### src/rtl/core/ptsl_pkg.sv
// ----------------------------------------------------------------------------
// ptsl_pkg: shared types and constants
// Configuration register indexes, gain and weight formats, and the command
// and status words passed between the sequencer and the datapath.
// ----------------------------------------------------------------------------
package ptsl_pkg;

  localparam int CFG_AW   = 3;
  localparam int CFG_DW   = 17;
  localparam int OUT_TDW  = 80;

  localparam logic [CFG_AW-1:0] CFG_MODE        = 3'd0;
  localparam logic [CFG_AW-1:0] CFG_KP          = 3'd1;
  localparam logic [CFG_AW-1:0] CFG_KI          = 3'd2;
  localparam logic [CFG_AW-1:0] CFG_KD          = 3'd3;
  localparam logic [CFG_AW-1:0] CFG_ACC_PRESENT = 3'd4;
  localparam logic [CFG_AW-1:0] CFG_ACC_PAST    = 3'd5;

  localparam logic [1:0] MODE_P   = 2'd0;
  localparam logic [1:0] MODE_PD  = 2'd1;
  localparam logic [1:0] MODE_PID = 2'd2;

  localparam logic [16:0] ACC_ONE = 17'h10000;

  typedef struct packed {
    logic [1:0]          mode;
    logic signed [15:0]  kp;
    logic signed [15:0]  ki;
    logic signed [15:0]  kd;
    logic [16:0]         acc_present;
    logic [16:0]         acc_past;
  } cfg_t;

  typedef enum logic [2:0] {
    MUL_KP_ERR,
    MUL_KD_DIFF,
    MUL_ERR_ACCP,
    MUL_INT_ACCP,
    MUL_KI_INT,
    MUL_SQ
  } mul_e;

  typedef enum logic [2:0] {
    ACC_NONE,
    ACC_P_SET,
    ACC_D_ADD,
    ACC_T_SET,
    ACC_T_ADD,
    ACC_I_ADD,
    ACC_N_SET,
    ACC_N_ADD
  } acc_e;

  typedef struct packed {
    logic  in_load;
    logic  clr;
    mul_e  mul;
    logic  mul_ax;
    acc_e  acc;
    logic  acc_ax;
    logic  int_upd;
    logic  int_ax;
    logic  fin;
    logic  fin_ax;
    logic  sq_init;
    logic  sq_step;
    logic  spd_fin;
    logic  out_load;
  } cmd_t;

  typedef struct packed {
    logic n_big;
  } sts_t;

endpackage

### src/rtl/core/ptsl_ctrl.sv
// ----------------------------------------------------------------------------
// ptsl_ctrl: sequencer
// Steps the shared multiplier schedule, the square root iterations and the
// output register handshake.
// ----------------------------------------------------------------------------
module ptsl_ctrl (
  input  logic             clk_i,
  input  logic             rst_ni,
  input  logic             in_valid_i,
  input  logic             in_clr_i,
  input  logic             out_ready_i,
  input  ptsl_pkg::sts_t   sts_i,
  output logic             in_ready_o,
  output logic             out_valid_o,
  output ptsl_pkg::cmd_t   cmd_o
);

  typedef enum logic [2:0] {
    ST_IDLE,
    ST_RUN,
    ST_SQ_INIT,
    ST_SQRT,
    ST_FIN,
    ST_OUT
  } state_e;

  localparam logic [3:0] LAST_STEP = 4'd14;
  localparam logic [3:0] LAST_ITER = 4'd15;

  state_e     state_q, state_d;
  logic [3:0] cnt_q, cnt_d;
  logic       out_valid_q, out_valid_d;

  function automatic ptsl_pkg::cmd_t step_cmd(input logic [3:0] step);
    ptsl_pkg::cmd_t c;
    c = '0;
    case (step)
      4'd0: begin
        c.mul = ptsl_pkg::MUL_KP_ERR;   c.mul_ax = 1'b0;
      end
      4'd1: begin
        c.mul = ptsl_pkg::MUL_KP_ERR;   c.mul_ax = 1'b1;
        c.acc = ptsl_pkg::ACC_P_SET;    c.acc_ax = 1'b0;
      end
      4'd2: begin
        c.mul = ptsl_pkg::MUL_KD_DIFF;  c.mul_ax = 1'b0;
        c.acc = ptsl_pkg::ACC_P_SET;    c.acc_ax = 1'b1;
      end
      4'd3: begin
        c.mul = ptsl_pkg::MUL_KD_DIFF;  c.mul_ax = 1'b1;
        c.acc = ptsl_pkg::ACC_D_ADD;    c.acc_ax = 1'b0;
      end
      4'd4: begin
        c.mul = ptsl_pkg::MUL_ERR_ACCP; c.mul_ax = 1'b0;
        c.acc = ptsl_pkg::ACC_D_ADD;    c.acc_ax = 1'b1;
      end
      4'd5: begin
        c.mul = ptsl_pkg::MUL_ERR_ACCP; c.mul_ax = 1'b1;
        c.acc = ptsl_pkg::ACC_T_SET;    c.acc_ax = 1'b0;
      end
      4'd6: begin
        c.mul = ptsl_pkg::MUL_INT_ACCP; c.mul_ax = 1'b0;
        c.acc = ptsl_pkg::ACC_T_SET;    c.acc_ax = 1'b1;
      end
      4'd7: begin
        c.mul = ptsl_pkg::MUL_INT_ACCP; c.mul_ax = 1'b1;
        c.acc = ptsl_pkg::ACC_T_ADD;    c.acc_ax = 1'b0;
      end
      4'd8: begin
        c.acc = ptsl_pkg::ACC_T_ADD;    c.acc_ax = 1'b1;
        c.int_upd = 1'b1;               c.int_ax = 1'b0;
      end
      4'd9: begin
        c.mul = ptsl_pkg::MUL_KI_INT;   c.mul_ax = 1'b0;
        c.int_upd = 1'b1;               c.int_ax = 1'b1;
      end
      4'd10: begin
        c.mul = ptsl_pkg::MUL_KI_INT;   c.mul_ax = 1'b1;
        c.acc = ptsl_pkg::ACC_I_ADD;    c.acc_ax = 1'b0;
      end
      4'd11: begin
        c.acc = ptsl_pkg::ACC_I_ADD;    c.acc_ax = 1'b1;
        c.fin = 1'b1;                   c.fin_ax = 1'b0;
      end
      4'd12: begin
        c.mul = ptsl_pkg::MUL_SQ;       c.mul_ax = 1'b0;
        c.fin = 1'b1;                   c.fin_ax = 1'b1;
      end
      4'd13: begin
        c.mul = ptsl_pkg::MUL_SQ;       c.mul_ax = 1'b1;
        c.acc = ptsl_pkg::ACC_N_SET;
      end
      4'd14: begin
        c.acc = ptsl_pkg::ACC_N_ADD;
      end
      default: c = '0;
    endcase
    return c;
  endfunction

  always_comb begin
    state_d = state_q;
    cnt_d   = cnt_q;
    cmd_o   = '0;
    case (state_q)
      ST_IDLE: begin
        if (in_valid_i) begin
          if (in_clr_i) begin
            cmd_o.clr = 1'b1;
            state_d   = ST_OUT;
          end else begin
            cmd_o.in_load = 1'b1;
            cnt_d         = '0;
            state_d       = ST_RUN;
          end
        end
      end
      ST_RUN: begin
        cmd_o = step_cmd(cnt_q);
        if (cnt_q == LAST_STEP) begin
          state_d = ST_SQ_INIT;
        end else begin
          cnt_d = 4'(cnt_q + 4'd1);
        end
      end
      ST_SQ_INIT: begin
        cmd_o.sq_init = 1'b1;
        cnt_d         = '0;
        state_d       = sts_i.n_big ? ST_FIN : ST_SQRT;
      end
      ST_SQRT: begin
        cmd_o.sq_step = 1'b1;
        if (cnt_q == LAST_ITER) begin
          state_d = ST_FIN;
        end else begin
          cnt_d = 4'(cnt_q + 4'd1);
        end
      end
      ST_FIN: begin
        cmd_o.spd_fin = 1'b1;
        state_d       = ST_OUT;
      end
      ST_OUT: begin
        if (!out_valid_q || out_ready_i) begin
          cmd_o.out_load = 1'b1;
          state_d        = ST_IDLE;
        end
      end
      default: state_d = ST_IDLE;
    endcase
    out_valid_d = cmd_o.out_load | (out_valid_q & ~out_ready_i);
  end

  always_ff @(posedge clk_i or negedge rst_ni) begin
    if (!rst_ni) begin
      state_q     <= ST_IDLE;
      cnt_q       <= '0;
      out_valid_q <= 1'b0;
    end else begin
      state_q     <= state_d;
      cnt_q       <= cnt_d;
      out_valid_q <= out_valid_d;
    end
  end

  assign in_ready_o  = (state_q == ST_IDLE);
  assign out_valid_o = out_valid_q;

endmodule

### config.mk
export PLATFORM = sky130hd
export DESIGN_NAME = ptsl_ctrl
export DESIGN_NICKNAME = d
export VERILOG_FILES = /design/src/rtl/core/ptsl_pkg.sv /design/src/rtl/core/ptsl_ctrl.sv
export SDC_FILE = /design/constraint.sdc
export NUM_CORES = 1
export LEC_CHECK = 0
export ABC_AREA = 1
export CELL_PAD_IN_SITES_DETAIL_PLACEMENT = 1
export CELL_PAD_IN_SITES_GLOBAL_PLACEMENT = 1
export CORE_AREA = 2 2 40 61
export CTS_CLUSTER_DIAMETER = 50
export DETAILED_ROUTE_END_ITERATION = 10
export DIE_AREA = 0 0 42 63
export DONT_BUFFER_PORTS = 1
export PLACE_DENSITY = 0.75
export SYNTH_ARGS = -nofsm -noshare
export SYNTH_HDL_FRONTEND = slang
export SYNTH_SLANG_ARGS = --single-unit
### constraint.sdc
create_clock -name clk_i -period 4.1 [get_ports clk_i]
set_input_delay 0.615 -clock clk_i [delete_from_list [all_inputs] [get_ports clk_i]]
set_output_delay 0.615 -clock clk_i [all_outputs]
set_load 0.1 [all_outputs]
# Word-level counts from Yosys, hierarchy flattened
# Index checks and enable logic that the tools add are counted.
dict set report word_totals {
  latch_bits 0
  elab_cells 73
  ram_bits 0
  romBits 0
  regBits 8
  memories 0
}
dict set report classes {
  multipliers 0
  eq_ne 27
  add_sub_neg 1
  order_cmp 0
  n_bitwise 3
  mux 27
  reduce_logical 12
  n_shift 0
  n_div 0
}
# op n
set op_table {}
lappend op_table {{$pmux 4 s11} 1}
lappend op_table {{$eq 4x4->1 const B} 8}
lappend op_table {{$pmux 3 s7} 1}
lappend op_table {{$mux 3} 6}
lappend op_table {{$pmux 3 s6} 1}
lappend op_table {{$eq 4x3->1 const B} 4}
lappend op_table {{$mux 4} 4}
lappend op_table {{$pmux 4 s4} 1}
lappend op_table {{$ne 2x2->1 const B} 7}
lappend op_table {{$mux 12} 1}
lappend op_table {{$reduce_or 2->1} 5}
lappend op_table {{$eq 4x2->1 const B} 2}
lappend op_table {{$mux 1} 8}
lappend op_table {{$pmux 2 s2} 2}
lappend op_table {{$eq 3x2->1 const B} 2}
lappend op_table {{$eq 3x3->1 const B} 2}
lappend op_table {{$reduce_and 5->1} 1}
lappend op_table {{$reduce_or 5->1} 1}
lappend op_table {{$add 4x1->4 const B} 1}
lappend op_table {{$eq 4x1->1 const B} 1}
lappend op_table {{$mux 2} 2}
lappend op_table {{$reduce_and 4->1} 1}
lappend op_table {{$reduce_bool 4->1} 1}
lappend op_table {{$eq 3x1->1 const B} 1}
lappend op_table {{other kinds (6)} 6}

# Depth between registers and ports, before layout
dict set report logic_depth {
  ltp_word 5
  depth_mapped 10
}

# Worst setup path after synthesis
# OpenSTA, ideal clock, no wires.
dict set report synth_timing {
  path_kind {register -> output}
  start {register state_q[2]}
  end {output port cmd_o[14] (netlist name)}
  path_slack_ns 0.618
  t_required_ns 3.485
  path_stages_with_launch 5
  arrival_time_ns 2.867
  path_cell_list {dfrtp_1 > inv_4 > nand3_4 > buf_2 > nor3_1}
}
# element line
set synth_lines {}
lappend synth_lines {{start, declared} ptsl_ctrl.sv:30} ;# state_e state_q, state_d;
lappend synth_lines {{start signal, assigned} ptsl_ctrl.sv:160} ;# state_q <= state_d;
lappend synth_lines {{end, declared} ptsl_ctrl.sv:15} ;# output ptsl_pkg::cmd_t cmd_o

==> flow_summary.json <==
{
  "status": "finished, final reports clean",
  "crit_fanout": 6,
  "ant_nets": 0,
  "cap_violations": 0,
  "fin_nets": 163,
  "cts_buffers": 3,
  "power_w": 0.000821,
  "post-cts-setup-buffers": 0,
  "drive_gt1_share_pct": 29.8,
  "wl_met1_um": 835,
  "synth-edff-count": 0,
  "synth_cells": 148,
  "fin_skew_ns": 0.000897,
  "wl_per_cell_um": 13.5,
  "nFillCells": 315,
  "max_stage_delay_ns": 0.81,
  "slew_viol_final": 0,
  "portBuffers": 0,
  "rows": 21,
  "final_core_util_pct": 49.1,
  "syn_to_final_growth_pct": 15.2,
  "cp.arrival_ns": 2.31,
  "gp_congestion": 0.927,
  "power-per-cell-area_nw_per_um2": 785,
  "cts.hold.buffers_added": 0,
  "cp_top_family": "simple AND/OR/NAND/NOR gates",
  "routed_via_density": 5.36,
  "n_antenna_cell": 0,
  "stdcell_count": 174,
  "avgSynthCellArea_um2": 6.14,
  "synth.distinct_cells": 24,
  "cts_tree": "built",
  "routed-wl-met2_mm": 1.44,
  "cts_resized": 0,
  "ys_warn_count": 0,
  "async_reset_ff_share_pct": 100,
  "p_leak_nw": 0.520,
  "num_io_pins": 26,
  "ys_seq_area_share_pct": 22.0,
  "slew-limit-headroom_pct": 21.6,
  "dp_hpwl_mm": 2.03,
  "dp_cells": 171,
  "top_layer_used": "met4",
  "syn_nets": 158,
  "h-tree-depth": 1,
  "worstSkewPairLatency_ns": 0.24,
  "fin_crit_ns": 2.92,
  "rsz0062_at_grt": "false",
  "post-route-period-util_pct": 71.3,
  "ys_top_cells_by_area": "dfrtp_1 (22%), nand2_1 (16%), nor2_1 (9.5%)",
  "hp-class": "in2async",
  "die_h_um": 63,
  "clk_pin_slew_ns": 0.05,
  "clock-sinks": 8,
  "fmax_mhz": 342,
  "path_cells": "inv_1 -> ha_1 -> nand3_1 -> o21ai_0 -> a21oi_1 -> nor2_2",
  "worst_slack_ns": 1.18,
  "synth_top_area_share_pct": 22.0,
  "finalHoldViolCount": 0,
  "fin_tns_setup_ns": 0,
  "overflow": 0,
  "syn-cell-area_um2": 908,
  "grt_pass1_vias": 1008,
  "critical_path_class": "reg2out",
  "clockRootBuffer": "clkbuf_4",
  "vdd_ir_drop_max_uv": 502,
  "wl_met3_um": 49,
  "dp_slack_ns": 1.43,
  "grt_max_degree": 17,
  "route.detailed.drc": 0,
  "start_util_pct": 42.7,
  "ys_seq_elements": 8,
  "tightest_slew_ns": 1.18,
  "die_w_um": 42,
  "cp.required_ns": 3.48,
  "crit_path_end_kind": "output pin",
  "detail_route.wirelength_mm": 2.34,
  "dieArea_um2": 2650,
  "grt_use_total_pct": 19.8,
  "ys.flop_type": "dfrtp_1",
  "crit_slowest_cell": "nor2_2",
  "max-clock-path-buffers": 2,
  "grt_pass1_wl_mm": 4.17,
  "crit_buf_inv": 1,
  "firstDrtPassIters": 4,
  "coreArea_um2": 2130,
  "cp-start-kind": "flip-flop",
  "yosys.area.top_type": "dfrtp_1",
  "via_count": 933,
  "antenna_found_initial": 0,
  "setup_violations": 0,
  "drtIter0Drc": 13
}
per-stage QoR:
| step | hold slack (ns) | cell area [µm²] |
|---|---|---|
| finish | 0.0611 | 1050 |
| global route | 0.0406 | 1050 |
| CTS | 0.0512 | 1050 |
| detailed placement | 0.320 | 1020 |
| global placement | 0.320 | 1020 |
| floorplan | 0.319 | 908 |
placed cells by master, fill, tap and decap left out, drive strengths merged:
cell type,Yosys,final
xor2,1,1
o21ai,11,11
clkbuf,0,5
buf,4,2
a21oi,7,7
ha,4,4
nor3,3,3
nand2,41,41
o211ai,1,1
nand3,12,12
inv,25,25
dfrtp,8,8
nor2,31,31
metal layers:
metal	track usage, %	up-vias
met5	0	-
li1	-	467
met2	41.2	16
met4	6.85	0
met1	19.1	448
met3	1.16	2
sequential cells by signal (all words and copies together) (netlist names):
register     flops
state_q          3
out_valid_o      1
cnt_q            4
layout make-up:
cell class | count | area, µm² | share of cell area (%)
inverter | 25 | 96.3 | 9.21
timing repair buffer | 4 | 65.1 | 6.22
multi-input combinational | 111 | 633 | 60.5
tap | 23 | 28.8 | 2.75
sequential | 8 | 200 | 19.1
clock buffer | 3 | 22.5 | 2.15
cells by family after synthesis:
family | Yosys count | share of synthesized area [%]
and+or+nand+nor | 87 | 46.3
buffers and inverters | 29 | 14.0
AOI/OAI and AO/OA | 19 | 11.2
DFF | 8 | 22.0
adders and majority gates | 4 | 5.51
xor gates and xnor gates | 1 | 0.964
worst reg2reg max path: cells and delay by family, from the launching register on:
kind / cells / cell delay (ns)
and+or+nand+nor: 5 / 1.34
DFF: 1 / 0.53
cell usage after synthesis, types with 4 or more instances:
library cell / count
nor2_4: 4
dfrtp_1: 8
o21ai_0: 7
ha_1: 4
nor2_2: 4
inv_1: 18
nand2_1: 38
inv_2: 6
nor2_1: 23
a21oi_1: 7
nand3_1: 9
power by group:
group | internal [W] | switching, W | leakage [nW]
sequential | 0.000103 | 0.0000842 | 0.106
combinational | 0.000118 | 0.000458 | 0.400
clock | 0.0000333 | 0.0000242 | 0.0138
final timing paths:
check / cells after the start / startpoint / slack, ns / to
max: 6 / cnt_q[0] / 1.18 / cmd_o[15]
min: 0 / rst_ni / 0.06 / cnt_q[0]
max reg2reg: 5 / state_q[0] / 2.17 / state_q[1]
min reg2reg: 2 / cnt_q[1] / 0.57 / cnt_q[1]
max in group asynchronous: 0 / rst_ni / 3.97 / cnt_q[3]
min in group clk_i: 2 / cnt_q[1] / 0.57 / cnt_q[1]
Power figures use the tool's default switching activity.
