### config.mk
export PLATFORM = sky130hd
export DESIGN_NAME = ptsl_cfg
export DESIGN_NICKNAME = d
export VERILOG_FILES = /design/src/rtl/core/ptsl_pkg.sv /design/src/rtl/core/ptsl_cfg.sv
export SDC_FILE = /design/constraint.sdc
export NUM_CORES = 1
export LEC_CHECK = 0
export ABC_AREA = 1
export BUFFER_PORTS_ARGS = -buffer_cell sky130_fd_sc_hd__buf_2
export CORE_MARGIN = 2
export CORE_UTILIZATION = 50
export CTS_BUF_LIST = sky130_fd_sc_hd__clkbuf_2
export DETAILED_ROUTE_END_ITERATION = 8
export PLACE_DENSITY = 0.79
export SYNTH_ARGS = -nofsm -noshare
export SYNTH_HDL_FRONTEND = slang
export SYNTH_SLANG_ARGS = --single-unit
### constraint.sdc
create_clock -name clk_i -period 2 [get_ports clk_i]
set_input_delay 0.1 -clock clk_i [delete_from_list [all_inputs] [get_ports clk_i]]
set_output_delay 0.1 -clock clk_i [all_outputs]
set_load 0.02 [all_outputs]
### src/rtl/core/ptsl_pkg.sv
// ----------------------------------------------------------------------------
// ptsl_pkg: shared types and constants
// Configuration register indexes, gain and weight formats, and the command
// and status words passed between the sequencer and the datapath.
// ----------------------------------------------------------------------------
package ptsl_pkg;

  localparam int CFG_AW   = 3;
  localparam int CFG_DW   = 17;
  localparam int OUT_TDW  = 80;

  localparam logic [CFG_AW-1:0] CFG_MODE        = 3'd0;
  localparam logic [CFG_AW-1:0] CFG_KP          = 3'd1;
  localparam logic [CFG_AW-1:0] CFG_KI          = 3'd2;
  localparam logic [CFG_AW-1:0] CFG_KD          = 3'd3;
  localparam logic [CFG_AW-1:0] CFG_ACC_PRESENT = 3'd4;
  localparam logic [CFG_AW-1:0] CFG_ACC_PAST    = 3'd5;

  localparam logic [1:0] MODE_P   = 2'd0;
  localparam logic [1:0] MODE_PD  = 2'd1;
  localparam logic [1:0] MODE_PID = 2'd2;

  localparam logic [16:0] ACC_ONE = 17'h10000;

  typedef struct packed {
    logic [1:0]          mode;
    logic signed [15:0]  kp;
    logic signed [15:0]  ki;
    logic signed [15:0]  kd;
    logic [16:0]         acc_present;
    logic [16:0]         acc_past;
  } cfg_t;

  typedef enum logic [2:0] {
    MUL_KP_ERR,
    MUL_KD_DIFF,
    MUL_ERR_ACCP,
    MUL_INT_ACCP,
    MUL_KI_INT,
    MUL_SQ
  } mul_e;

  typedef enum logic [2:0] {
    ACC_NONE,
    ACC_P_SET,
    ACC_D_ADD,
    ACC_T_SET,
    ACC_T_ADD,
    ACC_I_ADD,
    ACC_N_SET,
    ACC_N_ADD
  } acc_e;

  typedef struct packed {
    logic  in_load;
    logic  clr;
    mul_e  mul;
    logic  mul_ax;
    acc_e  acc;
    logic  acc_ax;
    logic  int_upd;
    logic  int_ax;
    logic  fin;
    logic  fin_ax;
    logic  sq_init;
    logic  sq_step;
    logic  spd_fin;
    logic  out_load;
  } cmd_t;

  typedef struct packed {
    logic n_big;
  } sts_t;

endpackage

### src/rtl/core/ptsl_cfg.sv
// ----------------------------------------------------------------------------
// ptsl_cfg: configuration registers
// Holds mode, gains and integrator weights; weights above one are clamped.
// ----------------------------------------------------------------------------
module ptsl_cfg (
  input  logic                         clk_i,
  input  logic                         rst_ni,
  input  logic                         cfg_we_i,
  input  logic [ptsl_pkg::CFG_AW-1:0]  cfg_addr_i,
  input  logic [ptsl_pkg::CFG_DW-1:0]  cfg_wdata_i,
  output ptsl_pkg::cfg_t               cfg_o
);

  ptsl_pkg::cfg_t cfg_q, cfg_d;

  function automatic logic [16:0] clamp_acc(input logic [16:0] v);
    return (v > ptsl_pkg::ACC_ONE) ? ptsl_pkg::ACC_ONE : v;
  endfunction

  always_comb begin
    cfg_d = cfg_q;
    if (cfg_we_i) begin
      case (cfg_addr_i)
        ptsl_pkg::CFG_MODE:        cfg_d.mode        = cfg_wdata_i[1:0];
        ptsl_pkg::CFG_KP:          cfg_d.kp          = $signed(cfg_wdata_i[15:0]);
        ptsl_pkg::CFG_KI:          cfg_d.ki          = $signed(cfg_wdata_i[15:0]);
        ptsl_pkg::CFG_KD:          cfg_d.kd          = $signed(cfg_wdata_i[15:0]);
        ptsl_pkg::CFG_ACC_PRESENT: cfg_d.acc_present = clamp_acc(cfg_wdata_i[16:0]);
        ptsl_pkg::CFG_ACC_PAST:    cfg_d.acc_past    = clamp_acc(cfg_wdata_i[16:0]);
        default:                   cfg_d             = cfg_q;
      endcase
    end
  end

  always_ff @(posedge clk_i or negedge rst_ni) begin
    if (!rst_ni) begin
      cfg_q.mode        <= ptsl_pkg::MODE_PID;
      cfg_q.kp          <= '0;
      cfg_q.ki          <= '0;
      cfg_q.kd          <= '0;
      cfg_q.acc_present <= ptsl_pkg::ACC_ONE;
      cfg_q.acc_past    <= ptsl_pkg::ACC_ONE;
    end else begin
      cfg_q <= cfg_d;
    end
  end

  assign cfg_o = cfg_q;

endmodule

## Word level (Yosys, flattened, before mapping)

Index checks and enable logic that the tools add are counted.

- Logic and storage cells: 20
- Input port bits: 23
- Flip-flop bits (word level): 84

- Order comparisons: 1
- Eq/ne operators: 5
- Multiplexer cells: 1
- Reduce and logical (&&, ||, !) cells: 7

Operator list:

| cell | count |
|---|---|
| 17-bit greater-than comparator (second input constant) | 1 |
| 17-bit 2-to-1 mux | 1 |
| 2-bit AND reduction | 6 |
| 3-bit by 2-bit == test with 1-bit output (second input constant) | 2 |
| 3-bit == test (second input constant) | 2 |
| 3-bit by 1-bit == test with 1-bit output (second input constant) | 1 |
| 3-bit zero test | 1 |

## Longest topological paths before layout

Gate-level depths: netlist of the first run.

- Word-level depth: 2
- Mapped depth: 8

## Least setup slack after synthesis of the first run

Ideal clock, no wire load.

- Path type: input-to-reg
- Start point: input port cfg_we_i
- End point: register cfg_q (netlist bit cfg_o[51])
- Arrival: 689 ps
- Data required time: 1,873 ps
- Path slack: 1,184 ps
- Path buffers: 1
- Cell stages on the path: 6
- Path through: inv_1 nor2_4 nand3_1 buf_2 nand2_1 o21ai_0

- Word-level cells in the longest chain between the ends: 1

Ends and longest elaborated chain:

| what | RTL line | text |
|---|---|---|
| start, declared | ptsl_cfg.sv:8 | `input logic cfg_we_i,` |
| 2-bit AND reduction (no line) | n/a |  |
| end signal, assigned | ptsl_cfg.sv:44 | `cfg_q <= cfg_d;` |
| end, declared | ptsl_cfg.sv:14 | `ptsl_pkg::cfg_t cfg_q, cfg_d;` |

No other way between the ends.
A chain may end at the register's enable or synchronous reset.

## Worst setup path in the final report of the first run

- Start point: register cfg_q (netlist bit cfg_o[83])
- End point: output port cfg_o[83] (netlist name)

RTL lines:

| what | RTL line | text |
|---|---|---|
| end, declared | ptsl_cfg.sv:11 | `output ptsl_pkg::cfg_t cfg_o` |

No word-level cell between the ends.

==> flow_summary.yaml, run 1 <==
cts:
  ctsResizeCount: 0
  cts_tree: "yes"
  root_buffer: "clkbuf_2"
  clock_latency_ps: 530
  cts_inserted_buffers: 9
  cts_buffer_depth: 2
  clk_pin_slew_worst_paths_ps: 230
  h-tree-depth: 3
  clock-sinks: 84
floorplanning:
  die_w_um: 85.2
  core_area_mm2: 0.00635
  ioPinCount: 107
  chipHeight_um: 85.2
  dieArea_mm2: 0.00727
  start_util_pct: 52.0
  rows: 29
yosys:
  synth_nets: 371
  synth_cell_types: 19
  avgSynthCellArea_um2: 9.48
  syn_area_mm2: 0.00330
  seq_area_frac_synth_pct: 63.8
  synth_cells: 348
  synth-seq-cells: 84
  ys_warn_count: 0
global_route:
  grt_max_degree: 49
  grt_pass1_wl_mm: 13.7
  grt_usage_pct: 24.4
  antenna_found_initial: 0
  grt.overflow.total: 0
  grt_pass1_vias: 2716
cells_and_area:
  antenna_cells: 0
  syn_to_final_growth_pct: 28.4
  drive_gt1_share_pct: 29.1
  final_common_cell: "nand2_1"
  final_core_util_pct: 66.7
  final_area_mm2: 0.00424
  largest_reg_flops: 84
  final_cells: 555
  nNetsFinal: 496
  final_cell_mix: "nand2_1, buf_2, dfrtp_1"
outcome:
  status: "finished, final reports clean"
timing:
  finalClockSkew_ps: 0
  rsz0062_at_grt: "false"
  tightest_slew_ps: 587
  fin_tns_setup_ps: 0
  drv_slew: 0
  min_period_over_period_pct: 69.3
  setup_viol: 0
  slew-limit-headroom_pct: 60.7
  fmax_mhz: 722
  hold_viol_final: 0
  period_needed_ps: 1390
detailed_routing:
  vias: 2850
  wl_per_cell_um: 15.3
  antenna_left: 0
  drc: 0
  drt_first_pass_iters: 4
  first_iter_violations: 178
  finalWirelength_mm: 8.48
  viasPerCell: 5.14
placed_design:
  place_inst: 517
  dpl_cell_area_mm2: 0.00385
  place_congestion: 0.818
  port_buffers: 106
  hpwlAfterDp_mm: 5.59
power:
  vdd_drop_max_mv: 0.645
  total_leakage_power_nw: 2.40
  power_density_mw_per_mm2: 1050
worst_hold_path:
  hp-class: "input pin to async pin"
critical_path:
  r2r_cells: 2
  max_stage_delay_ps: 590
  crit_required_ps: 1900
  end_kind: "primary output"
  worstSetupPathType: "register to primary output"
  cp_top_family: "flip-flops"
  cpMaxStageDelayCell: "dfstp_2"
  crit_cells: 1
  cp_cell_sequence: "buf_2"
  path_max_fanout: 2
  crit_buf_inv: 1
  crit_path_start_kind: "register"
  cp_data_arrival_time_ps: 1290
flow_run:
  drv_cap: 0
metrics by stage:
step / total power [mW] / hold slack, ps / worst slack [ps]
6_report: 4.44 / 41.0 / 614
3_5_place_dp: 3.28 / 104 / 698
4_1_cts: 4.46 / 32.0 / 594
5_1_grt: 4.66 / 36.5 / 553
2_1_floorplan: 2.82 / -196 / 1180
3_3_place_gp: 3.25 / 97.9 / 685
where the power goes:
group	total (mW)	switching (mW)	leakage, nW	internal [mW]
logic	1.13	0.748	1.24	0.378
registers	2.16	0.167	1.07	1.99
clock network	1.15	0.600	0.0969	0.548
per-layer routing:
layer  GRT usage, %  up-vias  wire, um
met3           4.67       17       438
met4           9.96        0       180
met5              0        -         0
li1               -     1357         -
met2           36.2       97      3960
met1           35.5     1379      3900
cell type report:
type	count	area, um^2
inverters	22	87.6
clock buffers	9	45.0
clock inverters	7	121
flip-flops and latches	84	2110
well taps	77	96.3
fillers	542	2110
repair buffers	130	781
multi-input cells	226	998
worst paths after layout:
path	startpoint	to	slack (ps)
max	cfg_o[83]	cfg_o[83]	610
min	rst_ni	cfg_o[51]	40
max reg2reg	cfg_o[83]	cfg_o[83]	1140
min reg2reg	cfg_o[20]	cfg_o[20]	500
max in group asynchronous	rst_ni	cfg_o[20]	1320
min in group clk_i	cfg_wdata_i[6]	cfg_o[6]	360
cells in the mapped netlist:
cell type / instances / share of area [%]
nor2_4: 2 / 0.68
inv_2: 2 / 0.23
nand3_1: 33 / 5.0
clkbuf_1: 3 / 0.34
inv_4: 2 / 0.38
nor2_1: 10 / 1.1
nand2_4: 2 / 0.68
inv_1: 18 / 2.0
o21ai_0: 39 / 5.9
dfstp_2: 3 / 2.4
o21ai_1: 13 / 2.0
clkbuf_2: 1 / 0.15
dfrtp_1: 81 / 61
nand3_2: 1 / 0.30
nand2_1: 123 / 14
buf_6: 5 / 1.7
nand2_2: 2 / 0.38
buf_2: 7 / 1.1
nor2_2: 1 / 0.19
cell families after synthesis:
family,share of synthesized area (%)
compound gates,7.89
flops,63.8
buf+inv,5.92
simple gates,22.4
what timing repair did:
| action | 4_1_cts | 5_1_grt |
|---|---|---|
| buffers inserted | 0 | 0 |
| hold buffers | 22 | 0 |
| endpoints found under the setup margin | 0 | 0 |
| hold endpoints to repair | 168 | 0 |
No activity file was read; power rests on OpenSTA's default activity.
==> run 2, diff against run 1 <==
==> constraint.sdc (replaced) <==
create_clock -name clk_i -period 1.3 [get_ports clk_i]
set_input_delay 0.065 -clock clk_i [delete_from_list [all_inputs] [get_ports clk_i]]
set_output_delay 0.065 -clock clk_i [all_outputs]
set_load 0.02 [all_outputs]
==> run 2 against run 1 <==
  * Register-to-register slack worse by 620 ps
  * Cell area up 0.53%
  * Largest power group unchanged
  * Critical path depth unchanged
  * Worst hold slack worse by 9.6 ps
  * Wire length down 3.6%
  * Critical endpoint is now cfg_o[16]
  * Highest routed layer unchanged
  * Clock skew unchanged
  * Sequential share of layout area down 0.26 points
  * Sequential cell count unchanged
==> flow_summary.yaml, run 2 (same netlist as run 1, synthesis figures left out) <==
outcome:
  status: "finished, final reports clean"
global_route:
  grt_max_degree: 36
  grt_pass1_wl_mm: 13.3
  antenna_found_initial: 0
  grt_usage_pct: 23.1
  grt_pass1_vias: 2717
  grt.overflow.total: 0
timing:
  fin_tns_setup_ps: 0
  slew-limit-headroom_pct: 68.0
  timing.final.ws_setup_ps: 13.6
  hold_viol_final: 0
  period_needed_ps: 1290
  drv_slew: 0
  tightest_slew_ps: 481
  min_period_over_period_pct: 99.0
  rsz0062_at_grt: "true"
  finalClockSkew_ps: 0
  setup_viol: 0
  hold_ws_ps: 31.4
  fmax_mhz: 777
floorplanning:
  chipHeight_um: 85.2
  core_area_mm2: 0.00635
  ioPinCount: 107
  rows: 29
  start_util_pct: 52.0
  die_w_um: 85.2
  dieArea_mm2: 0.00727
critical_path:
  cp_data_arrival_time_ps: 1220
  path_max_fanout: 2
  cp_top_family: "flip-flops"
  r2r_cells: 2
  crit_required_ps: 1240
  worstSetupPathType: "register to primary output"
  crit_path_start_kind: "register"
  max_stage_delay_ps: 600
  crit_cells: 1
  end_kind: "primary output"
  crit_buf_inv: 1
  cp_cell_sequence: "buf_6"
  cpMaxStageDelayCell: "dfstp_2"
cells_and_area:
  largest_reg_flops: 84
  syn_to_final_growth_pct: 29.0
  final_cell_mix: "nand2_1, buf_2, dfrtp_1"
  final_common_cell: "nand2_1"
  fillCellCount: 509
  final_core_util_pct: 67.1
  nNetsFinal: 501
  drive_gt1_share_pct: 29.6
  antenna_cells: 0
cts:
  cts_buffer_depth: 2
  clk_pin_slew_worst_paths_ps: 230
  cts_inserted_buffers: 9
  clock_latency_ps: 500
  root_buffer: "clkbuf_2"
  cts_tree: "yes"
  h-tree-depth: 3
  clock-sinks: 84
placed_design:
  place_congestion: 0.896
  hpwlAfterDp_mm: 5.65
  preCtsSetupSlack_ps: 241
  port_buffers: 106
detailed_routing:
  wl_per_cell_um: 14.6
  drt_first_pass_iters: 4
  first_iter_violations: 170
  met1_length_mm: 3.78
  finalWirelength_mm: 8.18
  route.met2.wl_mm: 3.79
  drc: 0
  vias: 2848
  dr_wl_met3_um: 463
  viasPerCell: 5.09
  top_layer: "met4"
  antenna_left: 0
power:
  total_leakage_power_nw: 2.41
  power_density_mw_per_mm2: 1470
  total_power_mw: 6.27
  vdd_drop_max_mv: 0.812
worst_hold_path:
  hp-class: "input pin to async pin"
flow_run:
  drv_cap: 0
run 2: cell count changes in the layout (fill, tap and decap cells not counted), sizes merged:
cell      previous run  this run
inv                 24        25
clkinvlp             0         2
buf                108       113
bufinv               3         0
run 2: per-layer routing:
metal / vias up / track usage, %
li1: 1373 / -
met1: 1356 / 34.2
met2: 105 / 34.8
met3: 14 / 3.50
met4: 0 / 8.80
met5: - / 0
run 2: worst paths after layout:
path | startpoint | to | slack, ps
setup reg to reg | cfg_o[83] | cfg_o[83] | 520
min in group clk_i | cfg_wdata_i[11] | cfg_o[11] | 340
hold reg to reg | cfg_o[27] | cfg_o[27] | 510
hold / removal | rst_ni | cfg_o[82] | 30
setup / recovery | cfg_o[16] | cfg_o[16] | 10
max in group asynchronous | rst_ni | cfg_o[63] | 770
run 2: report_power, final:
group,internal (mW),leakage (nW),switching (mW),total [mW]
combinational,0.620,1.28,1.14,1.76
clock,0.263,0.0567,0.929,1.19
sequential,3.07,1.07,0.254,3.32
total,3.95,2.41,2.32,6.27
run 2: area by class of cell:
cell class	count	area, um^2	share of cell area, %
well taps	77	96.3	2.26
flip-flops and latches	84	2110	49.5
repair buffers	135	875	20.5
clock inverters	7	50.0	1.18
multi-input cells	226	998	23.4
clock buffers	9	45.0	1.06
inverters	22	87.6	2.06
run 2: through the flow:
step | cell area, um^2 | cells
finish | 4260 | 560
global route | 4260 | 560
CTS | 4250 | 560
detailed placement | 3920 | 522
global placement | 3920 | 522
floorplan | 3300 | 348
run 2: repair_timing:
item / 4_1_cts / 5_1_grt
endpoints found under the setup margin: 3 / 3
hold buffers: 22 / 0
hold endpoints to repair: 168 / 0
gates resized for setup: 5 / 1
gates cloned: 0 / 0
setup buffers: 0 / 0
