## config.mk

```make
export PLATFORM = sky130hd
export DESIGN_NAME = ptsl_dp
export DESIGN_NICKNAME = d
export VERILOG_FILES = /design/src/rtl/core/ptsl_pkg.sv /design/src/rtl/core/ptsl_dp.sv
export SDC_FILE = /design/constraint.sdc
export NUM_CORES = 2
export LEC_CHECK = 0
export CAP_MARGIN = 30
export CORE_ASPECT_RATIO = 1.25
export CORE_MARGIN = 1
export CORE_UTILIZATION = 62
export CTS_CLUSTER_DIAMETER = 30
export DETAILED_ROUTE_END_ITERATION = 16
export DONT_BUFFER_PORTS = 1
export GPL_TIMING_DRIVEN = 0
export HOLD_SLACK_MARGIN = 0.12
export PLACE_DENSITY = 0.86
export SLEW_MARGIN = 20
export SYNTH_ARGS = -nofsm -noshare
export SYNTH_HDL_FRONTEND = slang
export SYNTH_SLANG_ARGS = --single-unit
```

## constraint.sdc

```tcl
create_clock -name clk_i -period 22 [get_ports clk_i]
set_input_delay 3.3 -clock clk_i [delete_from_list [all_inputs] [get_ports clk_i]]
set_output_delay 3.3 -clock clk_i [all_outputs]
set_load 0.05 [all_outputs]
```

## src/rtl/core/ptsl_pkg.sv

```systemverilog
// ----------------------------------------------------------------------------
// ptsl_pkg: shared types and constants
// Configuration register indexes, gain and weight formats, and the command
// and status words passed between the sequencer and the datapath.
// ----------------------------------------------------------------------------
package ptsl_pkg;

  localparam int CFG_AW   = 3;
  localparam int CFG_DW   = 17;
  localparam int OUT_TDW  = 80;

  localparam logic [CFG_AW-1:0] CFG_MODE        = 3'd0;
  localparam logic [CFG_AW-1:0] CFG_KP          = 3'd1;
  localparam logic [CFG_AW-1:0] CFG_KI          = 3'd2;
  localparam logic [CFG_AW-1:0] CFG_KD          = 3'd3;
  localparam logic [CFG_AW-1:0] CFG_ACC_PRESENT = 3'd4;
  localparam logic [CFG_AW-1:0] CFG_ACC_PAST    = 3'd5;

  localparam logic [1:0] MODE_P   = 2'd0;
  localparam logic [1:0] MODE_PD  = 2'd1;
  localparam logic [1:0] MODE_PID = 2'd2;

  localparam logic [16:0] ACC_ONE = 17'h10000;

  typedef struct packed {
    logic [1:0]          mode;
    logic signed [15:0]  kp;
    logic signed [15:0]  ki;
    logic signed [15:0]  kd;
    logic [16:0]         acc_present;
    logic [16:0]         acc_past;
  } cfg_t;

  typedef enum logic [2:0] {
    MUL_KP_ERR,
    MUL_KD_DIFF,
    MUL_ERR_ACCP,
    MUL_INT_ACCP,
    MUL_KI_INT,
    MUL_SQ
  } mul_e;

  typedef enum logic [2:0] {
    ACC_NONE,
    ACC_P_SET,
    ACC_D_ADD,
    ACC_T_SET,
    ACC_T_ADD,
    ACC_I_ADD,
    ACC_N_SET,
    ACC_N_ADD
  } acc_e;

  typedef struct packed {
    logic  in_load;
    logic  clr;
    mul_e  mul;
    logic  mul_ax;
    acc_e  acc;
    logic  acc_ax;
    logic  int_upd;
    logic  int_ax;
    logic  fin;
    logic  fin_ax;
    logic  sq_init;
    logic  sq_step;
    logic  spd_fin;
    logic  out_load;
  } cmd_t;

  typedef struct packed {
    logic n_big;
  } sts_t;

endpackage

```

## src/rtl/core/ptsl_dp.sv

```systemverilog
// ----------------------------------------------------------------------------
// ptsl_dp: datapath
// Error registers, one shared signed multiplier, term accumulators, leaky
// integrators, saturation, restoring square root and the output register.
// ----------------------------------------------------------------------------
module ptsl_dp #(
  parameter int DATA_WIDTH = 16
) (
  input  logic                          clk_i,
  input  logic                          rst_ni,
  input  ptsl_pkg::cmd_t                cmd_i,
  input  ptsl_pkg::cfg_t                cfg_i,
  input  logic signed [DATA_WIDTH-1:0]  setpoint_x_i,
  input  logic signed [DATA_WIDTH-1:0]  measured_x_i,
  input  logic signed [DATA_WIDTH-1:0]  setpoint_y_i,
  input  logic signed [DATA_WIDTH-1:0]  measured_y_i,
  input  logic [15:0]                   max_speed_i,
  output ptsl_pkg::sts_t                sts_o,
  output logic signed [31:0]            corr_x_o,
  output logic signed [31:0]            corr_y_o,
  output logic [15:0]                   speed_o
);

  localparam int EW  = DATA_WIDTH + 1;
  localparam int DFW = DATA_WIDTH + 2;
  localparam int AW  = (DATA_WIDTH + 2 > 33) ? DATA_WIDTH + 2 : 33;
  localparam int BW  = 33;
  localparam int PW  = AW + BW;
  localparam int SW  = (DATA_WIDTH + 12 > 42) ? DATA_WIDTH + 12 : 42;
  localparam int TW  = (DATA_WIDTH + 20 > 51) ? DATA_WIDTH + 20 : 51;

  localparam logic [31:0] S32_MAX = 32'h7FFF_FFFF;
  localparam logic [31:0] S32_MIN = 32'h8000_0000;

  logic signed [EW-1:0]  err_x_q, err_y_q, prev_x_q, prev_y_q;
  logic signed [DFW-1:0] diff_x_q, diff_y_q;
  logic signed [31:0]    integ_x_q, integ_y_q, corr_x_q, corr_y_q;
  logic signed [SW-1:0]  sum_x_q, sum_y_q;
  logic signed [TW-1:0]  tmp_x_q, tmp_y_q;
  logic signed [PW-1:0]  prod_q, prod_d, term8;
  logic [63:0]           n_q;
  logic [31:0]           rad_q;
  logic [16:0]           rem_q;
  logic [15:0]           root_q, maxs_q, speed_q;
  logic signed [31:0]    out_cx_q, out_cy_q;
  logic [15:0]           out_spd_q;

  logic signed [AW-1:0]  a_op;
  logic signed [BW-1:0]  b_op;
  logic signed [EW-1:0]  err_m;
  logic signed [DFW-1:0] diff_m;
  logic signed [31:0]    integ_m, corr_m;
  logic [31:0]           mag;
  logic signed [SW-1:0]  term_s;
  logic signed [TW-1:0]  prod_t, tmp_i, sh16;
  logic signed [SW-1:0]  sum_f;
  logic signed [31:0]    int_new, sum_sat;
  logic [63:0]           prod_n;
  logic                  d_en, i_en, n_big;
  logic [18:0]           rem_nx, trial, rem_sub;
  logic                  ge;
  logic [15:0]           spd_new;

  assign d_en = (cfg_i.mode != ptsl_pkg::MODE_P) && (cfg_i.kd != '0);
  assign i_en = (cfg_i.mode >= ptsl_pkg::MODE_PID) && (cfg_i.ki != '0);

  assign err_m   = cmd_i.mul_ax ? err_y_q   : err_x_q;
  assign diff_m  = cmd_i.mul_ax ? diff_y_q  : diff_x_q;
  assign integ_m = cmd_i.mul_ax ? integ_y_q : integ_x_q;
  assign corr_m  = cmd_i.mul_ax ? corr_y_q  : corr_x_q;
  assign mag     = corr_m[31] ? 32'(~corr_m + 32'sd1) : corr_m;

  always_comb begin
    case (cmd_i.mul)
      ptsl_pkg::MUL_KP_ERR: begin
        a_op = AW'(err_m);
        b_op = BW'(cfg_i.kp);
      end
      ptsl_pkg::MUL_KD_DIFF: begin
        a_op = AW'(diff_m);
        b_op = BW'(cfg_i.kd);
      end
      ptsl_pkg::MUL_ERR_ACCP: begin
        a_op = AW'(err_m);
        b_op = BW'($signed({1'b0, cfg_i.acc_present}));
      end
      ptsl_pkg::MUL_INT_ACCP: begin
        a_op = AW'(integ_m);
        b_op = BW'($signed({1'b0, cfg_i.acc_past}));
      end
      ptsl_pkg::MUL_KI_INT: begin
        a_op = AW'(integ_m);
        b_op = BW'(cfg_i.ki);
      end
      ptsl_pkg::MUL_SQ: begin
        a_op = AW'($signed({1'b0, mag}));
        b_op = $signed({1'b0, mag});
      end
      default: begin
        a_op = '0;
        b_op = '0;
      end
    endcase
  end

  assign prod_d = a_op * b_op;
  assign term8  = prod_q >>> 8;
  assign term_s = $signed(term8[SW-1:0]);
  assign prod_t = $signed(prod_q[TW-1:0]);
  assign prod_n = prod_q[63:0];

  assign tmp_i   = cmd_i.int_ax ? tmp_y_q : tmp_x_q;
  assign sh16    = tmp_i >>> 16;
  assign int_new = ((&sh16[TW-1:31]) || !(|sh16[TW-1:31])) ? sh16[31:0]
                 : (sh16[TW-1] ? S32_MIN : S32_MAX);

  assign sum_f   = cmd_i.fin_ax ? sum_y_q : sum_x_q;
  assign sum_sat = ((&sum_f[SW-1:31]) || !(|sum_f[SW-1:31])) ? sum_f[31:0]
                 : (sum_f[SW-1] ? S32_MIN : S32_MAX);

  assign n_big   = |n_q[63:32];
  assign rem_nx  = {rem_q, rad_q[31:30]};
  assign trial   = {1'b0, root_q, 2'b01};
  assign ge      = (rem_nx >= trial);
  assign rem_sub = rem_nx - trial;
  assign spd_new = n_big ? maxs_q : ((root_q > maxs_q) ? maxs_q : root_q);

  always_ff @(posedge clk_i) begin
    prod_q   <= prod_d;
    diff_x_q <= DFW'(err_x_q) - DFW'(prev_x_q);
    diff_y_q <= DFW'(err_y_q) - DFW'(prev_y_q);
    if (cmd_i.in_load) begin
      err_x_q <= EW'(setpoint_x_i) - EW'(measured_x_i);
      err_y_q <= EW'(setpoint_y_i) - EW'(measured_y_i);
      maxs_q  <= max_speed_i;
    end
    case (cmd_i.acc)
      ptsl_pkg::ACC_P_SET: begin
        if (cmd_i.acc_ax) sum_y_q <= term_s;
        else              sum_x_q <= term_s;
      end
      ptsl_pkg::ACC_D_ADD: begin
        if (d_en) begin
          if (cmd_i.acc_ax) sum_y_q <= sum_y_q + term_s;
          else              sum_x_q <= sum_x_q + term_s;
        end
      end
      ptsl_pkg::ACC_T_SET: begin
        if (cmd_i.acc_ax) tmp_y_q <= prod_t;
        else              tmp_x_q <= prod_t;
      end
      ptsl_pkg::ACC_T_ADD: begin
        if (cmd_i.acc_ax) tmp_y_q <= tmp_y_q + prod_t;
        else              tmp_x_q <= tmp_x_q + prod_t;
      end
      ptsl_pkg::ACC_I_ADD: begin
        if (i_en) begin
          if (cmd_i.acc_ax) sum_y_q <= sum_y_q + term_s;
          else              sum_x_q <= sum_x_q + term_s;
        end
      end
      ptsl_pkg::ACC_N_SET: n_q <= prod_n;
      ptsl_pkg::ACC_N_ADD: n_q <= n_q + prod_n;
      default: ;
    endcase
    if (cmd_i.sq_init) begin
      rad_q  <= n_q[31:0];
      rem_q  <= '0;
      root_q <= '0;
    end else if (cmd_i.sq_step) begin
      rem_q  <= ge ? rem_sub[16:0] : rem_nx[16:0];
      root_q <= {root_q[14:0], ge};
      rad_q  <= {rad_q[29:0], 2'b00};
    end
    if (cmd_i.out_load) begin
      out_cx_q  <= corr_x_q;
      out_cy_q  <= corr_y_q;
      out_spd_q <= speed_q;
    end
  end

  always_ff @(posedge clk_i or negedge rst_ni) begin
    if (!rst_ni) begin
      prev_x_q  <= '0;
      prev_y_q  <= '0;
      integ_x_q <= '0;
      integ_y_q <= '0;
      corr_x_q  <= '0;
      corr_y_q  <= '0;
      speed_q   <= '0;
    end else if (cmd_i.clr) begin
      prev_x_q  <= '0;
      prev_y_q  <= '0;
      integ_x_q <= '0;
      integ_y_q <= '0;
      corr_x_q  <= '0;
      corr_y_q  <= '0;
      speed_q   <= '0;
    end else begin
      if (cmd_i.int_upd && i_en) begin
        if (cmd_i.int_ax) integ_y_q <= int_new;
        else              integ_x_q <= int_new;
      end
      if (cmd_i.fin) begin
        if (cmd_i.fin_ax) begin
          corr_y_q <= sum_sat;
          prev_y_q <= err_y_q;
        end else begin
          corr_x_q <= sum_sat;
          prev_x_q <= err_x_q;
        end
      end
      if (cmd_i.spd_fin) begin
        speed_q <= spd_new;
      end
    end
  end

  assign sts_o.n_big = n_big;
  assign corr_x_o    = out_cx_q;
  assign corr_y_o    = out_cy_q;
  assign speed_o     = out_spd_q;

endmodule

```

* Yosys cells after proc, flatten, opt, wreduce, memory -nomap -nowiden
Index checks and enable logic that the tools add are counted.
** Storage, ports and cells
- Output and inout bits :: 81
- Bits in registers :: 723
- Word-level logic and storage cells :: 152
** Operators by class
- Reduce and logical (&&, ||, !) cells :: 35
- Add/sub/neg operators :: 11
- Multiply operators :: 1
- Order comparisons :: 3
- Bitwise logic cells :: 1
- Mux-type cells :: 55
- Equality and inequality tests :: 22
** Operators by type and width (count)
- 32-bit 2-to-1 mux :: 21
- 42-bit 2-to-1 mux :: 9
- 51-bit 2-to-1 mux :: 5
- 42-bit one-hot mux with 3 select lines :: 2
- 51-bit one-hot mux with 2 select lines :: 2
- 33-bit one-hot mux with 6 select lines :: 1
- 17-bit 2-to-1 mux :: 8
- 33-bit one-hot mux with 4 select lines :: 1
- 64-bit one-hot mux with 2 select lines :: 1
- 51-bit adder :: 2
- 42-bit adder :: 2
- 64-bit adder :: 1
- 33-bit by 33-bit multiplier with 64-bit output :: 1
- 16-bit 2-to-1 mux :: 4
- 17-bit by 17-bit subtractor with 18-bit output :: 2
- 16-bit by 16-bit subtractor with 17-bit output :: 2
- 32-bit by 2-bit adder with 32-bit output, second input constant :: 1
- 32-bit NOT :: 1
- 16-bit nonzero test :: 2
- 32-bit OR reduction :: 1
- 19-bit by 18-bit >= comparator with 1-bit output :: 1
- 3-bit equality test, second input constant :: 6
- 18-bit 2-to-1 mux :: 1
- 2-bit nonzero test :: 9
- 19 further kinds :: 42

* Depth between registers and ports, before layout
- Depth in word-level cells :: 8
- Depth in mapped cells :: 50
- Gate-level depth less buffers :: 42

* Worst setup path before layout
No wires, ideal clock.
- Path type :: in2reg
- Start :: in cmd_i[12] in the netlist's numbering
- End :: reg prod_q[60]
- Arrival time :: 13864 ps
- Stages :: 46
- Setup time :: 123 ps
- Buffers on the path :: 8
- Setup slack :: 8014 ps
- Cells stage by stage :: buf_2 -> buf_6 -> buf_2 -> buf_4 -> buf_2 -> buf_4 -> buf_4 -> mux2i_1 -> ha_1 -> nand2_1 -> nor4_1 -> nor2b_1 -> and3_1 -> nor2b_1 -> a21oi_1 -> xnor2_1 -> and2_1 -> nor2_1 -> [... 10 more ...] -> fa_1 -> inv_1 -> fa_1 -> inv_1 -> ha_1 -> a21o_1 -> a21o_1 -> a21o_1 -> a21oi_1 -> nand2_1 -> a2111o_1 -> a31oi_2 -> o41a_2 -> o21ai_1 -> a21o_1 -> a21oi_1 -> o21ai_1 -> xor2_1
** Between the ends
- Longest elaborated chain between the ends :: 6
** Ends and longest elaborated chain
- start, declared :: RTL line ptsl_dp.sv:11 : input ptsl_pkg::cmd_t cmd_i,
- 32-bit 2-to-1 mux :: RTL line ptsl_dp.sv:70 : assign corr_m = cmd_i.mul_ax ? corr_y_q : corr_x_q;
- 32-bit NOT :: RTL line ptsl_dp.sv:71 : assign mag = corr_m[31] ? 32'(~corr_m + 32'sd1) : corr_m;
- 32-bit by 2-bit adder with 32-bit output :: RTL line ptsl_dp.sv:71
- 32-bit 2-to-1 mux :: RTL line ptsl_dp.sv:71
- 33-bit one-hot mux with 6 select lines or 33-bit one-hot mux with 4 select lines (tied branches) :: RTL line ptsl_dp.sv:74 : case (cmd_i.mul)
- 33-bit by 33-bit multiplier with 64-bit output * :: RTL line ptsl_dp.sv:106 : assign prod_d = a_op * b_op;
- net prod_d[60] :: RTL line ptsl_dp.sv:40 : logic signed [PW-1:0] prod_q, prod_d, term8;
- end signal, assigned :: RTL line ptsl_dp.sv:129 : prod_q <= prod_d;
- end, declared :: RTL line ptsl_dp.sv:40
The timed path passes the listed nets; every way through them passes the cells marked *.
A chain may end at the register's enable or synchronous reset.

* Worst setup path in the final report
- Start :: in cmd_i[12] in the netlist's numbering
- End :: reg prod_q[63]
Same word-level chain as after synthesis.

==> out/results.tsv <==
stage	metric	value	unit
worst_setup_path	Crit. Startpoint	cmd_i[12]	
sta	Slew Limit Headroom	10.66	%
layout	synthesis-to-finish area growth	10.09	%
die	initial cell density of the core	62.43	%
worst_setup_path	crit end category	flop	
sta	Worst Tran Pin Value	1.340	ns
worst_setup_path	slowest CP cell	xnor2_1	
sta	skew final	0.05045	ns
layout	area of the multi-input gates	57030	um^2
global_routing	total grt overflow	0	
detailed_routing	Final ANT Viol Nets	0	
die	Chip Height	412.1	um
cts	CTS H-tree depth	4	
worst_setup_path	CP max FO	10	
detailed_routing	DRT Pass-1 Iters	7	
sta	Min Hold Slack	0.4539	ns
placement	RD Place Congestion	1.095	
cts	CTS tree	built	
sta	unrepaired setup endpoints after global routing	false	
synth	Post-synth EDFFs	412	
synth	asr flop ratio synth	24.62	%
cts	Longest Clk Path Bufs	3	
hold_path	Hold Startpoint	speed_q[14]$_DFFE_PN0P_	
sta	Slew Limit Fails	0	
detailed_routing	wire per inst	29.43	um
synth	number of synthesized register bits	723	
layout	fin nets	11210	
worst_setup_path	crit-path max cell delay	0.80	ns
worst_setup_path	crit path launch type	input port	
worst_setup_path	Worst EP arrival	18.12	ns
sta	Final period util	79.42	%
flow_run	number of max-cap violations	0	
detailed_routing	drt drc	0	
sta	Final Hold Vio Count	0	
die	num ports	265	
cts	setup bufs post-CTS	0	
hold_path	Hold Crit Class	flop to flop	
layout	Non-Filler Cell Area, Final	91850	um^2
worst_setup_path	critical path's most frequent cell	fa_1	
cts	clk_lat worst skew	0.79	ns
synth	post-synth design cell area	83430	um^2
die	FP Rows	150	
global_routing	vias in the first global route	73310	
worst_setup_path	r2r worst-path depth	38	
cts	# hold bufs at CTS	0	
hold_path	Hold EP	speed_o[14]$_DFFE_PP_	
synth	Synth cell types	98	
die	Die Area	136000	um^2
cts	CTS Buf Count	144	
synth	prevailing post-synth register cell	edfxtp_1	
global_routing	largest net degree at the start of global routing	179	
worst_setup_path	setup slack, reg-to-reg	8.59	ns
layout	share of layout cells above drive strength 1	5.935	%
placement	IO buf count	0	
synth	Mapped Cells	9110	
sta	Tmin final	17.47	ns
cts	Root Buffer	clkbuf_16	
detailed_routing	DR vias	72350	
die	Die Width	330.1	um
global_routing	overall routing resource usage	49.21	%
outcome	status	complete, no violations	
synth	Ys Warns	0	
worst_setup_path	Worst EP required	22.65	ns
synth	net count after synthesis	10990	
worst_setup_path	reg2reg end	prod_q[63]$_DFF_P_	
worst_setup_path	Crit Path Class	input port to flop	
synth	syn_area_per_cell	9.158	um^2
worst_setup_path	r2r startpoint	corr_x_q[0]$_DFFE_PN0P_	
global_routing	initial antenna violation count	23	
placement	Placed Area	86620	um^2
cts	Clock Pin Slew Worst Setup and Hold Paths	0.06	ns
placement	DP HPWL	262200	um
detailed_routing	via-per-instance ratio	6.443	
layout	FF+latch area	19490	um^2
cts	Sink Count	723	
sta	highest clock rate	57.23	MHz
sta	Setup Viol. Count Final	0	
detailed_routing	total wire length	330500	um
global_routing	first-pass GRT wire length	478500	um
cts	# resized after CTS	0	
hold_path	worst hold stages	0	
sta	setup TNS	0	ns
layout	fill count	10350	
die	Core ar.	133600	um^2
detailed_routing	initial drt markers	8261	
synth	Seq/Total Area, Yosys	23.36	%
==> cell usage in the layout, fill, tap and decap left out, types with 133 or more instances in the layout <==
cell type / Yosys / layout
inv_1: 1462 / 1462
fa_1: 1134 / 1133
nand2_1: 997 / 997
nor2_1: 887 / 872
o21ai_0: 564 / 563
ha_1: 558 / 558
a21oi_1: 429 / 420
edfxtp_1: 412 / 412
clkbuf_1: 344 / 333
xnor2_1: 217 / 217
a21o_1: 206 / 206
dfrtp_1: 178 / 178
clkbuf_16: 0 / 150
xor2_1: 145 / 145
mux2i_1: 135 / 135
dfxtp_1: 133 / 133
==> layer usage <==
layer  wire, um  GRT usage [%]  vias up
met5        226         0.9622        -
li1           -              -    30240
met3      41670          17.14     1508
met4      32270          38.03       18
met2     144200          73.95     4907
met1     112100          57.60    35680
==> flip-flops by register name, indices dropped and copies added, names as in the netlist, 17 cells and up <==
name and flops:
rem_q 17, err_y_q 17, err_x_q 17, corr_y_q 32, corr_y_o 32, integ_y_q 32
corr_x_o 32, integ_x_q 32, tmp_y_q 51, tmp_x_q 51, prev_y_q 17, n_q 64
sum_x_q 42, rad_q 32, prod_q 64, corr_x_q 32, diff_x_q 18, sum_y_q 42
diff_y_q 18, prev_x_q 17
==> cells in the mapped netlist, drive strengths merged, types with 38 or more instances <==
cell / count / area [um^2]
a21boi: 42 / 326.6
nand2: 997 / 3742
nand3b: 128 / 960.9
dfrtp: 178 / 4454
edfxtp: 412 / 12370
dfxtp: 133 / 2663
a21o: 206 / 1546
fa: 1134 / 22700
nor2b: 68 / 425.4
a21oi: 433 / 2182
mux2: 71 / 799.5
clkbuf: 344 / 1291
xor2: 145 / 1270
buf: 61 / 306.5
nor3: 67 / 335.3
o21a: 51 / 382.9
nand3: 80 / 400.4
nor2: 890 / 3353
nand2b: 86 / 538.0
nand4: 57 / 356.6
a31oi: 38 / 265.3
a211oi: 62 / 470.5
inv: 1462 / 5488
xnor2: 217 / 1901
ha: 558 / 6982
mux2i: 135 / 1351
o21ai: 606 / 3040
o21bai: 74 / 555.5
==> worst max-delay path: cells and delay by family <==
family                     cells  cell delay [ns]
AOI/OAI and AO/OA              8             2.56
xor gates and xnor gates       2             0.92
adders and majority gates     10             5.00
buffers and inverters         13             3.68
muxes                          1             0.34
and+or+nand+nor               11             2.27
==> metrics by stage <==
step | setup slack, ns | utilization, % | std cells
5_1_grt | 4.423 | 68.71 | 11220
6_report | 4.527 | 68.74 | 11230
3_5_place_dp | 4.598 | 64.82 | 10920
3_3_place_gp | 2.902 | 64.07 | 10860
2_1_floorplan | 8.014 | - | 9110
4_1_cts | 5.255 | 68.57 | 11190
==> cell type report <==
class	instances	share of cell area, %
diodes	28	0.07628
plain buffers	405	1.772
clock buffers	166	4.185
clock inverters	101	1.268
inverters	1466	5.991
multi-input cells	6516	62.09
flip-flops and latches	723	21.22
well taps	1748	2.381
repair buffers	76	1.018
==> logic make-up after synthesis <==
logic type               Yosys count  synth area share [%]
AND/OR/NAND/NOR                 2529                 13.37
buffers and inverters           1871                 8.511
AO/OA/AOI/OAI                   1724                 12.73
adder cells (fa/ha/maj)         1692                 35.58
flip-flops                       723                 23.36
XOR/XNOR                         362                 3.800
multiplexers                     209                 2.659
==> how the worst max path moves through the flow <==
stage / endpoint / depth (start not counted)
after floorplan: prod_q[60]$_DFF_P_ / 46
after global placement: prod_q[63]$_DFF_P_ / 47
after detailed placement: prod_q[63]$_DFF_P_ / 45
after CTS: prod_q[63]$_DFF_P_ / 45
after global routing: prod_q[63]$_DFF_P_ / 45
final: prod_q[63]$_DFF_P_ / 45
Power is left out: the tool's default activity adds up to more than one toggle a clock period on the data nets, which glitch-free logic cannot reach.
